--- src/rtl/bte_pkg.sv ---
// Shared types, codes, constants and helper functions for the body temperature estimator.
`timescale 1ns / 1ps

package bte_pkg;

    typedef logic [1:0]         t_op;
    typedef logic [1:0]         t_status;
    typedef logic signed [14:0] t_temp;

    // Partial results of the calibration curve for one temperature
    typedef struct packed {
        logic        hi;     // 36.00 < t <= 41.00
        logic        mid;    // 28.00 < t <= 36.00
        logic [15:0] m82;    // (t - 3600) * 82
        logic [6:0]  q10;    // (t - 2800) / 10
    } t_curve_part;

    // Operation codes on the input stream
    localparam t_op OP_SAMPLE  = 2'd0;
    localparam t_op OP_RESTART = 2'd1;
    localparam t_op OP_STOP    = 2'd2;

    // Result status codes
    localparam t_status ST_OK         = 2'd0;
    localparam t_status ST_NO_CONTACT = 2'd1;
    localparam t_status ST_CRC_ERR    = 2'd2;

    // Register indexes
    localparam logic REG_CRC_EN = 1'b0;

    // CRC-8 settings
    localparam logic [7:0] CRC_POLY = 8'h31;
    localparam logic [7:0] CRC_INIT = 8'hFF;

    // Code to centidegree conversion: 17500 * code / 65535 - 4500
    localparam logic [30:0]        SKIN_SPAN   = 31'd17500;
    localparam logic signed [15:0] SKIN_OFFSET = 16'sd4500;
    localparam logic signed [15:0] SKIN_LIMIT  = 16'sd9990;

    // Warm counter
    localparam int          COUNT_W     = 11;
    localparam logic [10:0] COUNT_MAX   = 11'd2000;
    localparam logic [10:0] LATCH_COUNT = 11'd20;
    localparam logic [10:0] RAMP_MID    = 11'd25;
    localparam logic [10:0] RAMP_END    = 11'd30;
    localparam t_temp       WARM_LIMIT  = 15'sd2800;

    // Calibration curve breakpoints and offsets
    localparam t_temp CURVE_LO   = 15'sd2800;
    localparam t_temp CURVE_MID  = 15'sd3600;
    localparam t_temp CURVE_HI   = 15'sd4100;
    localparam t_temp CURVE_BASE_MID = 15'sd3610;
    localparam t_temp CURVE_BASE_HI  = 15'sd3690;
    localparam logic [15:0] CURVE_SLOPE = 16'd82;

    // Reciprocals: x/10 = x*6554>>16 (x <= 800), x/100 = x*5243>>19 (x <= 41000),
    // x/25 = x*20972>>19 (x < 43690)
    localparam logic [22:0] RECIP_10  = 23'd6554;
    localparam logic [28:0] RECIP_100 = 29'd5243;
    localparam logic [29:0] RECIP_25  = 30'd20972;

    // One byte through the CRC-8 shift register, MSB first
    function automatic logic [7:0] crc8_byte(input logic [7:0] crc_in, input logic [7:0] data);
        logic [7:0] crc;
        crc = crc_in ^ data;
        for (int b = 0; b < 8; b++) begin
            crc = crc[7] ? ((crc << 1) ^ CRC_POLY) : (crc << 1);
        end
        return crc;
    endfunction

    // First half of the curve: range flags and the two scaled offsets
    function automatic t_curve_part curve_part(input t_temp t);
        t_curve_part p;
        t_temp       a;
        t_temp       b;
        logic [22:0] m10;
        a     = t - CURVE_MID;
        b     = t - CURVE_LO;
        p.hi  = (t > CURVE_MID) && (t <= CURVE_HI);
        p.mid = (t > CURVE_LO) && (t <= CURVE_MID);
        p.m82 = {7'd0, a[8:0]} * CURVE_SLOPE;
        m10   = {13'd0, b[9:0]} * RECIP_10;
        p.q10 = m10[22:16];
        return p;
    endfunction

    // Second half of the curve: divide by 100 and pick the segment
    function automatic t_temp curve_finish(input t_curve_part p, input t_temp t);
        logic [28:0] m100;
        t_temp       r;
        m100 = {13'd0, p.m82} * RECIP_100;
        if (p.hi) begin
            r = CURVE_BASE_HI + t_temp'({5'd0, m100[28:19]});
        end else if (p.mid) begin
            r = CURVE_BASE_MID + t_temp'({8'd0, p.q10});
        end else begin
            r = t;
        end
        return r;
    endfunction

endpackage

--- src/rtl/body_temperature_estimator.sv ---
// Body temperature estimator: skin temperature conversion, warm counter and body estimate.
`timescale 1ns / 1ps

// Usage
//   Slave stream: one item per transfer. tuser carries the op (sample, restart,
//   stop); tdata carries the raw code, its CRC byte and the skin-contact flag.
//   Master stream: one result per input item, in order. tuser carries the status;
//   tdata carries skin temperature, body estimate and the ready flag.
//   APB port: register 0 at address 0 enables the CRC-8 check (reset 1).
//   Throughput: one item per cycle while results are taken; the stage registers
//   A to F and the output register each hold one item and close up bubbles, so
//   o_s_tready stays high while any stage is free.
//   The warm counter and latched prediction are updated as an item leaves the
//   second stage, so the following item always sees them.
//   When the receiver stalls, the pipeline fills and then o_s_tready drops; no
//   result is lost or repeated.
//   Reset clears the pipeline, the counter and the latched prediction, and sets
//   the CRC check enable.
module body_temperature_estimator
    import bte_pkg::*;
(
    input  logic        i_clk,
    input  logic        i_rst_n,
    // Input stream
    input  logic        i_s_tvalid,
    output logic        o_s_tready,
    input  logic [31:0] i_s_tdata,   // [15:0] raw_code, [23:16] raw_crc, [24] skin_contact
    input  logic [1:0]  i_s_tuser,   // [1:0] op
    // Result stream
    output logic        o_m_tvalid,
    input  logic        i_m_tready,
    output logic [31:0] o_m_tdata,   // [14:0] skin_temp, [29:15] body_temp, [30] body_ready
    output logic [1:0]  o_m_tuser,   // [1:0] status
    // Configuration
    input  logic        i_psel,
    input  logic        i_penable,
    input  logic        i_pwrite,
    input  logic [2:0]  i_paddr,
    input  logic [31:0] i_pwdata,
    output logic [31:0] o_prdata,
    output logic        o_pready
);

    // Estimate paths
    localparam logic [1:0] P_SKIN  = 2'd0;
    localparam logic [1:0] P_UP    = 2'd1;
    localparam logic [1:0] P_DOWN  = 2'd2;
    localparam logic [1:0] P_CURVE = 2'd3;

    // Configuration register
    logic r_crc_en;

    // Estimator state
    logic [COUNT_W-1:0] r_warm_cnt, n_warm_cnt;
    t_temp              r_lat, n_lat;
    logic               r_pvld, n_pvld;

    // Stage A: input register
    logic        r_a_vld;
    t_op         r_a_op;
    logic [15:0] r_a_code;
    logic [7:0]  r_a_crc;
    logic        r_a_contact;

    // Stage B: product and decoded op
    logic        r_b_vld;
    logic [30:0] r_b_prod;
    t_status     r_b_sts;
    logic        r_b_use, r_b_rst, r_b_stp;

    // Stage C: skin temperature and path
    logic        r_c_vld;
    t_temp       r_c_skin, r_c_lat;
    logic        r_c_pvld;
    logic [1:0]  r_c_path;
    logic [4:0]  r_c_k;
    t_status     r_c_sts;
    logic        r_c_use;

    // Stage D: curve partials for skin (0) and latched temperature (1)
    logic        r_d_vld;
    t_curve_part r_d_part [2];
    t_temp       r_d_skin, r_d_lat;
    logic        r_d_pvld;
    logic [1:0]  r_d_path;
    logic [4:0]  r_d_k;
    t_status     r_d_sts;
    logic        r_d_use;

    // Stage E: curve values
    logic        r_e_vld;
    t_temp       r_e_skin, r_e_lat, r_e_p, r_e_cs;
    logic [1:0]  r_e_path;
    logic [4:0]  r_e_k;
    t_status     r_e_sts;
    logic        r_e_use;

    // Stage F: ramp step product
    logic        r_f_vld;
    logic [14:0] r_f_kd;
    t_temp       r_f_skin, r_f_lat, r_f_p, r_f_cs;
    logic [1:0]  r_f_path;
    t_status     r_f_sts;
    logic        r_f_use;

    // Output register
    logic        r_o_vld;
    t_status     r_o_sts;
    t_temp       r_o_skin, r_o_body;
    logic        r_o_rdy;

    // Stage enables: a stage loads when empty or when its item moves on
    logic rdy_a, rdy_b, rdy_c, rdy_d, rdy_e, rdy_f, rdy_o;
    logic fire_b;

    assign rdy_o  = !r_o_vld || i_m_tready;
    assign rdy_f  = !r_f_vld || rdy_o;
    assign rdy_e  = !r_e_vld || rdy_f;
    assign rdy_d  = !r_d_vld || rdy_e;
    assign rdy_c  = !r_c_vld || rdy_d;
    assign rdy_b  = !r_b_vld || rdy_c;
    assign rdy_a  = !r_a_vld || rdy_b;
    assign fire_b = r_b_vld && rdy_c;

    assign o_s_tready = rdy_a;

    // Valid bits
    always_ff @(posedge i_clk) begin
        if (!i_rst_n) begin
            r_a_vld <= 1'b0;
            r_b_vld <= 1'b0;
            r_c_vld <= 1'b0;
            r_d_vld <= 1'b0;
            r_e_vld <= 1'b0;
            r_f_vld <= 1'b0;
            r_o_vld <= 1'b0;
        end else begin
            if (rdy_a) r_a_vld <= i_s_tvalid;
            if (rdy_b) r_b_vld <= r_a_vld;
            if (rdy_c) r_c_vld <= r_b_vld;
            if (rdy_d) r_d_vld <= r_c_vld;
            if (rdy_e) r_e_vld <= r_d_vld;
            if (rdy_f) r_f_vld <= r_e_vld;
            if (rdy_o) r_o_vld <= r_f_vld;
        end
    end

    // Configuration write and read-back
    always_ff @(posedge i_clk) begin
        if (!i_rst_n) begin
            r_crc_en <= 1'b1;
        end else if (i_psel && i_penable && i_pwrite && o_pready && (i_paddr[2] == REG_CRC_EN)) begin
            r_crc_en <= i_pwdata[0];
        end
    end

    assign o_pready = 1'b1;
    assign o_prdata = (i_paddr[2] == REG_CRC_EN) ? {31'd0, r_crc_en} : 32'd0;

    // Stage A capture
    always_ff @(posedge i_clk) begin
        if (rdy_a) begin
            r_a_op      <= i_s_tuser;
            r_a_code    <= i_s_tdata[15:0];
            r_a_crc     <= i_s_tdata[23:16];
            r_a_contact <= i_s_tdata[24];
        end
    end

    // Stage A: CRC check, op decode, scale product
    logic [7:0]  w_crc;
    t_status     n_b_sts;
    logic        n_b_use, n_b_rst, n_b_stp;
    logic [30:0] w_prod;

    assign w_crc  = crc8_byte(crc8_byte(CRC_INIT, r_a_code[15:8]), r_a_code[7:0]);
    assign w_prod = {15'd0, r_a_code} * SKIN_SPAN;

    always_comb begin
        n_b_sts = ST_OK;
        n_b_use = 1'b0;
        n_b_rst = 1'b0;
        n_b_stp = 1'b0;
        case (r_a_op)
            OP_SAMPLE: begin
                if (!r_a_contact) begin
                    n_b_sts = ST_NO_CONTACT;
                end else if (r_crc_en && (w_crc != r_a_crc)) begin
                    n_b_sts = ST_CRC_ERR;
                end else begin
                    n_b_use = 1'b1;
                end
            end
            OP_RESTART: n_b_rst = 1'b1;
            OP_STOP:    n_b_stp = 1'b1;
            default:    ;
        endcase
    end

    always_ff @(posedge i_clk) begin
        if (rdy_b) begin
            r_b_prod <= w_prod;
            r_b_sts  <= n_b_sts;
            r_b_use  <= n_b_use;
            r_b_rst  <= n_b_rst;
            r_b_stp  <= n_b_stp;
        end
    end

    // Stage B: divide by 65535 as (x + (x >> 16) + 1) >> 16, offset, zero above SKIN_LIMIT
    logic [31:0]        w_sum;
    logic signed [15:0] w_skin_raw;
    t_temp              n_c_skin;
    logic [COUNT_W-1:0] w_ofs, w_dn;
    logic [1:0]         n_c_path;
    logic [4:0]         n_c_k;

    assign w_sum      = {1'b0, r_b_prod} + {17'd0, r_b_prod[30:16]} + 32'd1;
    assign w_skin_raw = signed'({1'b0, w_sum[30:16]}) - SKIN_OFFSET;
    assign n_c_skin   = (w_skin_raw > SKIN_LIMIT) ? '0 : w_skin_raw[14:0];

    // Warm counter, latch and prediction flag
    always_comb begin
        n_warm_cnt = r_warm_cnt;
        n_lat      = r_lat;
        n_pvld     = r_pvld;
        if (r_b_rst) begin
            n_warm_cnt = '0;
            n_lat      = '0;
            n_pvld     = 1'b0;
        end else if (r_b_stp) begin
            n_warm_cnt = '0;
        end else if (r_b_use) begin
            if (n_c_skin > WARM_LIMIT) begin
                if (r_warm_cnt < COUNT_MAX) n_warm_cnt = r_warm_cnt + 1'b1;
            end else if (r_warm_cnt != COUNT_MAX) begin
                n_warm_cnt = '0;
            end
            if (n_warm_cnt == '0) n_pvld = 1'b0;
            if (n_warm_cnt == LATCH_COUNT) begin
                n_lat  = n_c_skin;
                n_pvld = 1'b1;
            end
        end
    end

    always_ff @(posedge i_clk) begin
        if (!i_rst_n) begin
            r_warm_cnt <= '0;
            r_lat      <= '0;
            r_pvld     <= 1'b0;
        end else if (fire_b) begin
            r_warm_cnt <= n_warm_cnt;
            r_lat      <= n_lat;
            r_pvld     <= n_pvld;
        end
    end

    // Path select and ramp weight from the updated count
    assign w_ofs = n_warm_cnt - LATCH_COUNT;
    assign w_dn  = RAMP_END - n_warm_cnt;

    always_comb begin
        if (n_warm_cnt <= LATCH_COUNT) begin
            n_c_path = P_SKIN;
            n_c_k    = '0;
        end else if (n_warm_cnt <= RAMP_MID) begin
            n_c_path = P_UP;
            n_c_k    = {w_ofs[2:0], 2'b00};
        end else if (n_warm_cnt <= RAMP_END) begin
            n_c_path = P_DOWN;
            n_c_k    = {2'b00, w_dn[2:0]};
        end else begin
            n_c_path = P_CURVE;
            n_c_k    = '0;
        end
    end

    always_ff @(posedge i_clk) begin
        if (rdy_c) begin
            r_c_skin <= n_c_skin;
            r_c_lat  <= n_lat;
            r_c_pvld <= n_pvld;
            r_c_path <= n_c_path;
            r_c_k    <= n_c_k;
            r_c_sts  <= r_b_sts;
            r_c_use  <= r_b_use;
        end
    end

    // Stage C: curve partials
    always_ff @(posedge i_clk) begin
        if (rdy_d) begin
            r_d_part[0] <= curve_part(r_c_skin);
            r_d_part[1] <= curve_part(r_c_lat);
            r_d_skin    <= r_c_skin;
            r_d_lat     <= r_c_lat;
            r_d_pvld    <= r_c_pvld;
            r_d_path    <= r_c_path;
            r_d_k       <= r_c_k;
            r_d_sts     <= r_c_sts;
            r_d_use     <= r_c_use;
        end
    end

    // Stage D: finish curve for skin and prediction
    t_temp w_p;

    assign w_p = r_d_pvld ? curve_finish(r_d_part[1], r_d_lat) : '0;

    always_ff @(posedge i_clk) begin
        if (rdy_e) begin
            r_e_cs   <= curve_finish(r_d_part[0], r_d_skin);
            r_e_p    <= w_p;
            r_e_skin <= r_d_skin;
            r_e_lat  <= r_d_lat;
            r_e_path <= r_d_path;
            r_e_k    <= r_d_k;
            r_e_sts  <= r_d_sts;
            r_e_use  <= r_d_use;
        end
    end

    // Stage E: ramp weight times prediction gap (gap is 0..809)
    t_temp       w_diff;
    logic [14:0] w_kd;

    assign w_diff = r_e_p - r_e_lat;
    assign w_kd   = {10'd0, r_e_k} * {5'd0, w_diff[9:0]};

    always_ff @(posedge i_clk) begin
        if (rdy_f) begin
            r_f_kd   <= w_kd;
            r_f_skin <= r_e_skin;
            r_f_lat  <= r_e_lat;
            r_f_p    <= r_e_p;
            r_f_cs   <= r_e_cs;
            r_f_path <= r_e_path;
            r_f_sts  <= r_e_sts;
            r_f_use  <= r_e_use;
        end
    end

    // Stage F: divide by 25 and pick the estimate
    logic [29:0] w_m25;
    t_temp       w_q25;
    t_temp       n_o_body;
    logic        n_o_rdy;

    assign w_m25 = {15'd0, r_f_kd} * RECIP_25;
    assign w_q25 = t_temp'({4'd0, w_m25[29:19]});

    always_comb begin
        n_o_rdy = 1'b0;
        case (r_f_path)
            P_SKIN:  n_o_body = r_f_skin;
            P_UP:    n_o_body = r_f_lat + w_q25;
            P_DOWN:  n_o_body = r_f_p - w_q25;
            P_CURVE: begin
                n_o_body = r_f_cs;
                n_o_rdy  = 1'b1;
            end
            default: n_o_body = r_f_skin;
        endcase
    end

    always_ff @(posedge i_clk) begin
        if (rdy_o) begin
            r_o_sts  <= r_f_sts;
            r_o_skin <= r_f_use ? r_f_skin : '0;
            r_o_body <= r_f_use ? n_o_body : '0;
            r_o_rdy  <= r_f_use && n_o_rdy;
        end
    end

    assign o_m_tvalid = r_o_vld;
    assign o_m_tuser  = r_o_sts;
    assign o_m_tdata  = {1'b0, r_o_rdy, r_o_body, r_o_skin};

    // Checks
    a_cnt_sat: assert property (@(posedge i_clk) disable iff (!i_rst_n)
        r_warm_cnt <= COUNT_MAX)
        else $error("warm counter beyond saturation");

    a_ramp_pred: assert property (@(posedge i_clk) disable iff (!i_rst_n)
        (r_c_vld && r_c_use && (r_c_path == P_UP || r_c_path == P_DOWN)) |-> r_c_pvld)
        else $error("ramp without a latched prediction");

    a_pred_order: assert property (@(posedge i_clk) disable iff (!i_rst_n)
        (r_e_vld && r_e_use && (r_e_path == P_UP || r_e_path == P_DOWN)) |-> (r_e_p >= r_e_lat))
        else $error("prediction below latched temperature");

    a_restart: assert property (@(posedge i_clk) disable iff (!i_rst_n)
        (fire_b && r_b_rst) |=> (r_warm_cnt == '0 && r_lat == '0 && !r_pvld))
        else $error("restart did not clear estimator state");

endmodule
--- config.mk ---
export PLATFORM = sky130hd
export DESIGN_NAME = body_temperature_estimator
export DESIGN_NICKNAME = d
export VERILOG_FILES = /design/src/rtl/bte_pkg.sv /design/src/rtl/body_temperature_estimator.sv
export SDC_FILE = /design/constraint.sdc
export NUM_CORES = 2
export LEC_CHECK = 0
export ABC_AREA = 1
export BUFFER_PORTS_ARGS = -buffer_cell sky130_fd_sc_hd__buf_2
export CORE_MARGIN = 2
export CORE_UTILIZATION = 38
export CTS_BUF_LIST = sky130_fd_sc_hd__clkbuf_8
export DETAILED_ROUTE_END_ITERATION = 10
export MAX_ROUTING_LAYER = met4
export SETUP_SLACK_MARGIN = 0.5
export SLEW_MARGIN = 15
export SYNTH_ARGS = -nofsm -noshare
export SYNTH_HDL_FRONTEND = slang
export SYNTH_SLANG_ARGS = --single-unit
export TNS_END_PERCENT = 100
--- constraint.sdc ---
create_clock -name i_clk -period 18.27 [get_ports i_clk]
set_input_delay 3.654 -clock i_clk [delete_from_list [all_inputs] [get_ports i_clk]]
set_output_delay 3.654 -clock i_clk [all_outputs]
set_load 0.1 [all_outputs]
## After elaboration in Yosys (flattened, before gate mapping)

Memory sizes are Yosys's and may differ from the RTL's.
Cells that the tools add are included.

| storage, ports and cells | value |
|---|---|
| input port bits | 76 |
| bits in registers | 361 |
| memories kept | 1 |
| word-level logic and storage cells | 209 |
| RAM bits | 48 |

| cells by class | value |
|---|---|
| equal/unequal tests | 8 |
| muxes and demuxes | 53 |
| reductions and logical operators | 30 |
| bitwise logic cells | 20 |
| $lt $le $gt $ge | 14 |
| $mul | 9 |
| add/subtract/negate cells | 17 |

Memory list:

| name | words | bits a word | read ports | clocked after Yosys merged registers in | write ports | line | text |
|---|---|---|---|---|---|---|---|
| r_d_part | 2 | 24 | 2 | 0 | 2 | body_temperature_estimator.sv:82 | `t_curve_part r_d_part [2];` |

Operator list:

| kind | number |
|---|---|
| $mux W15 | 9 |
| $mux W11 | 9 |
| $mux W6 | 16 |
| $mul A16 B13 Y29 const B | 3 |
| $gt A15 B13 Y1 const B | 5 |
| $pmux W15 S4 | 1 |
| $not A3 Y3 | 16 |
| $mul A10 B12 Y22 const B | 2 |
| $le A11 B5 Y1 const B | 3 |
| $add A31 B1 Y31 const B | 1 |
| $add A31 B15 Y31 | 1 |
| $le A15 B13 Y1 const B | 2 |
| $le A15 B14 Y1 const B | 2 |
| $mul A9 B6 Y15 const B | 2 |
| $mul A15 B13 Y28 const B | 1 |
| $add A12 B10 Y13 const A | 2 |
| $add A12 B7 Y13 const A | 2 |
| $sub A10 B10 Y10 const B | 2 |
| $sub A9 B6 Y9 const B | 2 |
| $gt A16 B15 Y1 const B | 1 |
| $sub A15 B13 Y16 const B | 1 |
| $add A15 B12 Y15 | 1 |
| $mul A5 B10 Y15 | 1 |
| $mux W1 | 15 |
| other kinds (25) | 51 |

## Depth between registers and ports, before layout

| logic depth | value |
|---|---|
| depth in word-level cells | 38 |
| gate-level depth with buffers | 48 |

## Worst setup path after synthesis

Ideal clock, no wire load.

| timing | value |
|---|---|
| path kind | in2out |
| start | input i_m_tready |
| end | output o_s_tready |
| path slack | 2.723 ns |
| stages | 12 |
| arrival time | 11.893 ns |
| buffers on the path | 0 |
| required time | 14.616 ns |
| path through | nor2_1 inv_1 nor2_1 inv_1 nor2_1 inv_1 nor2_1 inv_1 nor2_1 inv_1 nor2_1 nand2_1 |

| on the way | value |
|---|---|
| word-level cells in the longest chain between the ends | 7 |

RTL lines:

| item | line | text |
|---|---|---|
| from (decl) | body_temperature_estimator.sv:31 | `input logic i_m_tready,` |
| $logic_or A1 B1 Y1 | body_temperature_estimator.sv:116 | `assign rdy_o = !r_o_vld \|\| i_m_tready;` |
| named net rdy_o | body_temperature_estimator.sv:113 | `logic rdy_a, rdy_b, rdy_c, rdy_d, rdy_e, rdy_f, rdy_o;` |
| $logic_or A1 B1 Y1 | body_temperature_estimator.sv:117 | `assign rdy_f = !r_f_vld \|\| rdy_o;` |
| named net rdy_f | body_temperature_estimator.sv:113 |  |
| $logic_or A1 B1 Y1 | body_temperature_estimator.sv:118 | `assign rdy_e = !r_e_vld \|\| rdy_f;` |
| named net rdy_e | body_temperature_estimator.sv:113 |  |
| $logic_or A1 B1 Y1 | body_temperature_estimator.sv:119 | `assign rdy_d = !r_d_vld \|\| rdy_e;` |
| named net rdy_d | body_temperature_estimator.sv:113 |  |
| $logic_or A1 B1 Y1 | body_temperature_estimator.sv:120 | `assign rdy_c = !r_c_vld \|\| rdy_d;` |
| named net rdy_c | body_temperature_estimator.sv:113 |  |
| $logic_or A1 B1 Y1 | body_temperature_estimator.sv:121 | `assign rdy_b = !r_b_vld \|\| rdy_c;` |
| $logic_or A1 B1 Y1 | body_temperature_estimator.sv:122 | `assign rdy_a = !r_a_vld \|\| rdy_b;` |
| to (decl) | body_temperature_estimator.sv:26 | `output logic o_s_tready,` |

The timed path passes the listed nets, and every way through them passes these cells.

## Worst setup path in the final report

Ends and elaborated chain as after synthesis.

==> results.ini <==
[clocking]
cts_sinks = 403
cts_root_buffer = clkbuf_8
cts.reportedPaths.clkPinSlew_ns = 0.06
htree_levels = 3
cts_hold_buf = 0
post_cts_buffers = 0
tritoncts = yes
cts_resized = 0
clk_path_buf_depth = 3
worstSkewPairLatency_ns = 0.66
cts-buffers-inserted = 71

[outcome]
outcome = finished, final reports clean

[floorplanning]
num_rows = 117
die_area_mm2 = 0.1052
ios = 145
coreArea_mm2 = 0.1017
initial_utilization = 0.3834
die_h_um = 324.4
dieWidth_um = 324.4

[yosys]
synth_xor_area_frac = 0.03727
seq_area_frac_synth = 0.3012
synthTopCellsByArea = edfxtp_1, ha_1, fa_1
yosysWarnings = 0
synth_cell_types = 63
synth_seq_cells = 403
async_flop_share = 0
postSynthCellCount = 3971
synth_simple_gate_area_frac = 0.1045
synth.top_cell.area_share = 0.2833
synth_fa_ha_area_frac = 0.3889
synth_compound_area_frac = 0.06181
avgSynthCellArea_um2 = 9.824
synth_edf_count = 368
yosysMostFrequentCell = inv_1
dominantRegCellSynth = edfxtp_1
synth_common_cells = inv_1, ha_1, nand2_1
synth_area_mm2 = 0.03901
synthMuxAreaShare = 0
synth_top_family_by_area = adder cells
yosys.area.top_type = edfxtp_1

[global_route]
grt_use_total = 0.1524
grt_pass1_vias = 25760
antenna_found_initial = 1
grt_use_met2 = 0.2411
use_met1 = 0.2085
use_met3 = 0.01960
grt_overflow = 0
grt_pass1_wl_um = 127800
grt.busiest_layer = met2
grt_max_degree = 82

[sta]
hold_viol = 0
finalSetupTns_ns = 0
whs_ns = 0.4012
worstMarginPinSlew_ns = 1.029
slew_viol_final = 0
maxSlewHeadroom = 0.3143
fin_crit_ns = 11.32
rsz0062_at_grt = false
final-setup-viol-count = 0
fmax_ghz = 0.08834
period_share = 0.6196
final.setup_skew_ns = 0.03447

[final_layout]
largest_reg_flops = 42
drive_gt1_frac = 0.06790
top_register = r_d_part
fill_cells = 10010
top_regs = r_d_part (42), r_b_prod (29), r_a_code (16)
num-nets-final = 5181
syn_to_final_growth_pct = 8.519

[route]
ant_nets = 0
drt_iter0_drc = 1246
drtPass1Iterations = 6
vias = 25460
avgViaCountPerCell = 4.611
wl_per_cell_um = 13.63
drc = 0
routed_wirelength_um = 75270

[critical_path]
endpoint_kind = primary output
arrival_ns = 7.67
crit_fanout = 72
cp.required_ns = 14.62
crit_type = in2out
start_kind = input port

[flow_run]
maxCapViolCount = 0

[placed_design]
hpwl_um = 62880
port_buffers = 71
gp_congestion = 0.8982

[min_path]
hp-class = reg2reg

area by class of cell:
cell class,instances,area [um2],share of cell area
Clock buffer,79,1087,0.02568
Clock inverter,51,324.1,0.007655
Antenna cell,1,2.502,0.00005911
Tap cell,1368,1712,0.04043
Inverter,1005,3777,0.08923
Multi-Input combinational cell,2536,23240,0.5491
Timing Repair Buffer,79,435.4,0.01029
Sequential cell,403,11750,0.2776
placed cells by master (no fill, tap or decap), types with 8 or more instances in the layout:
cell       count
inv_1       1010
ha_1         670
nand2_1      461
edfxtp_1     368
fa_1         339
nor2_1       215
a21oi_1      186
xor2_1       111
o21ai_0      109
nand3_1      101
clkbuf_8      79
buf_2         71
xnor2_1       55
dfxtp_1       35
conb_1        33
nand4_1       32
nor3_1        20
or2_2         18
o211ai_1      14
clkinv_2      14
nand2_2       12
nand3_2       12
clkinv_1      11
o21bai_1      10
o2111ai_1     10
inv_2          9
nor2_2         9
nand2_4        9
a21o_1         9
a21oi_2        9
a31oi_1        8
kinds of logic (layout without fill, tap and decap cells):
family	after synthesis	in the layout
buffers and inverters	1063	1214
xor gates and xnor gates	166	166
adders and majority gates	1009	1009
and+or+nand+nor	916	916
DFF	403	403
AOI/OAI and AO/OA	412	412
other	2	34
per-stage QoR:
stage	cells	worst slack, ns	area [um2]	util
CTS	5520	6.882	42300	0.4158
floorplan	4002	2.723	39130	-
global route	5522	6.463	42330	0.4161
detailed placement	5390	6.904	40890	0.4019
global placement	5390	6.870	40890	0.4019
finish	5522	6.951	42330	0.4161
per-layer routing:
metal / vias to the layer above / share of wire
met5: - / 0
met4: 0 / 0.018
met3: 94 / 0.035
met2: 392 / 0.46
met1: 12020 / 0.49
li1: 12960 / -
critical path: stages:
cell and delay [ns]:
buf_2 0.07, nor2_1 0.03, inv_1 0.05, buf_4 0.41
nor2_1 0.11, clkinv_2 0.07, nor2_1 0.04, inv_2 0.03
buf_4 0.67, nor2_1 0.12, clkinv_2 0.47, nor2_1 0.19
inv_1 0.09, buf_4 0.46, nor2_1 0.15, nand2_1 0.09
buf_4 0.34, buf_2 0.50
final timing paths:
path	from	to	slack, ns	cells after the start
setup reg to reg	r_f_kd[10]	r_o_body[14]	10.24	42
setup / recovery	i_m_tready	o_s_tready	6.95	18
hold / removal	r_e_p[13]	r_f_p[13]	0.40	0
hold reg to reg	r_e_p[13]	r_f_p[13]	0.40	0
Power is left out: the tool's default activity adds up to more than one toggle a clock period on the data nets, which glitch-free logic cannot reach.
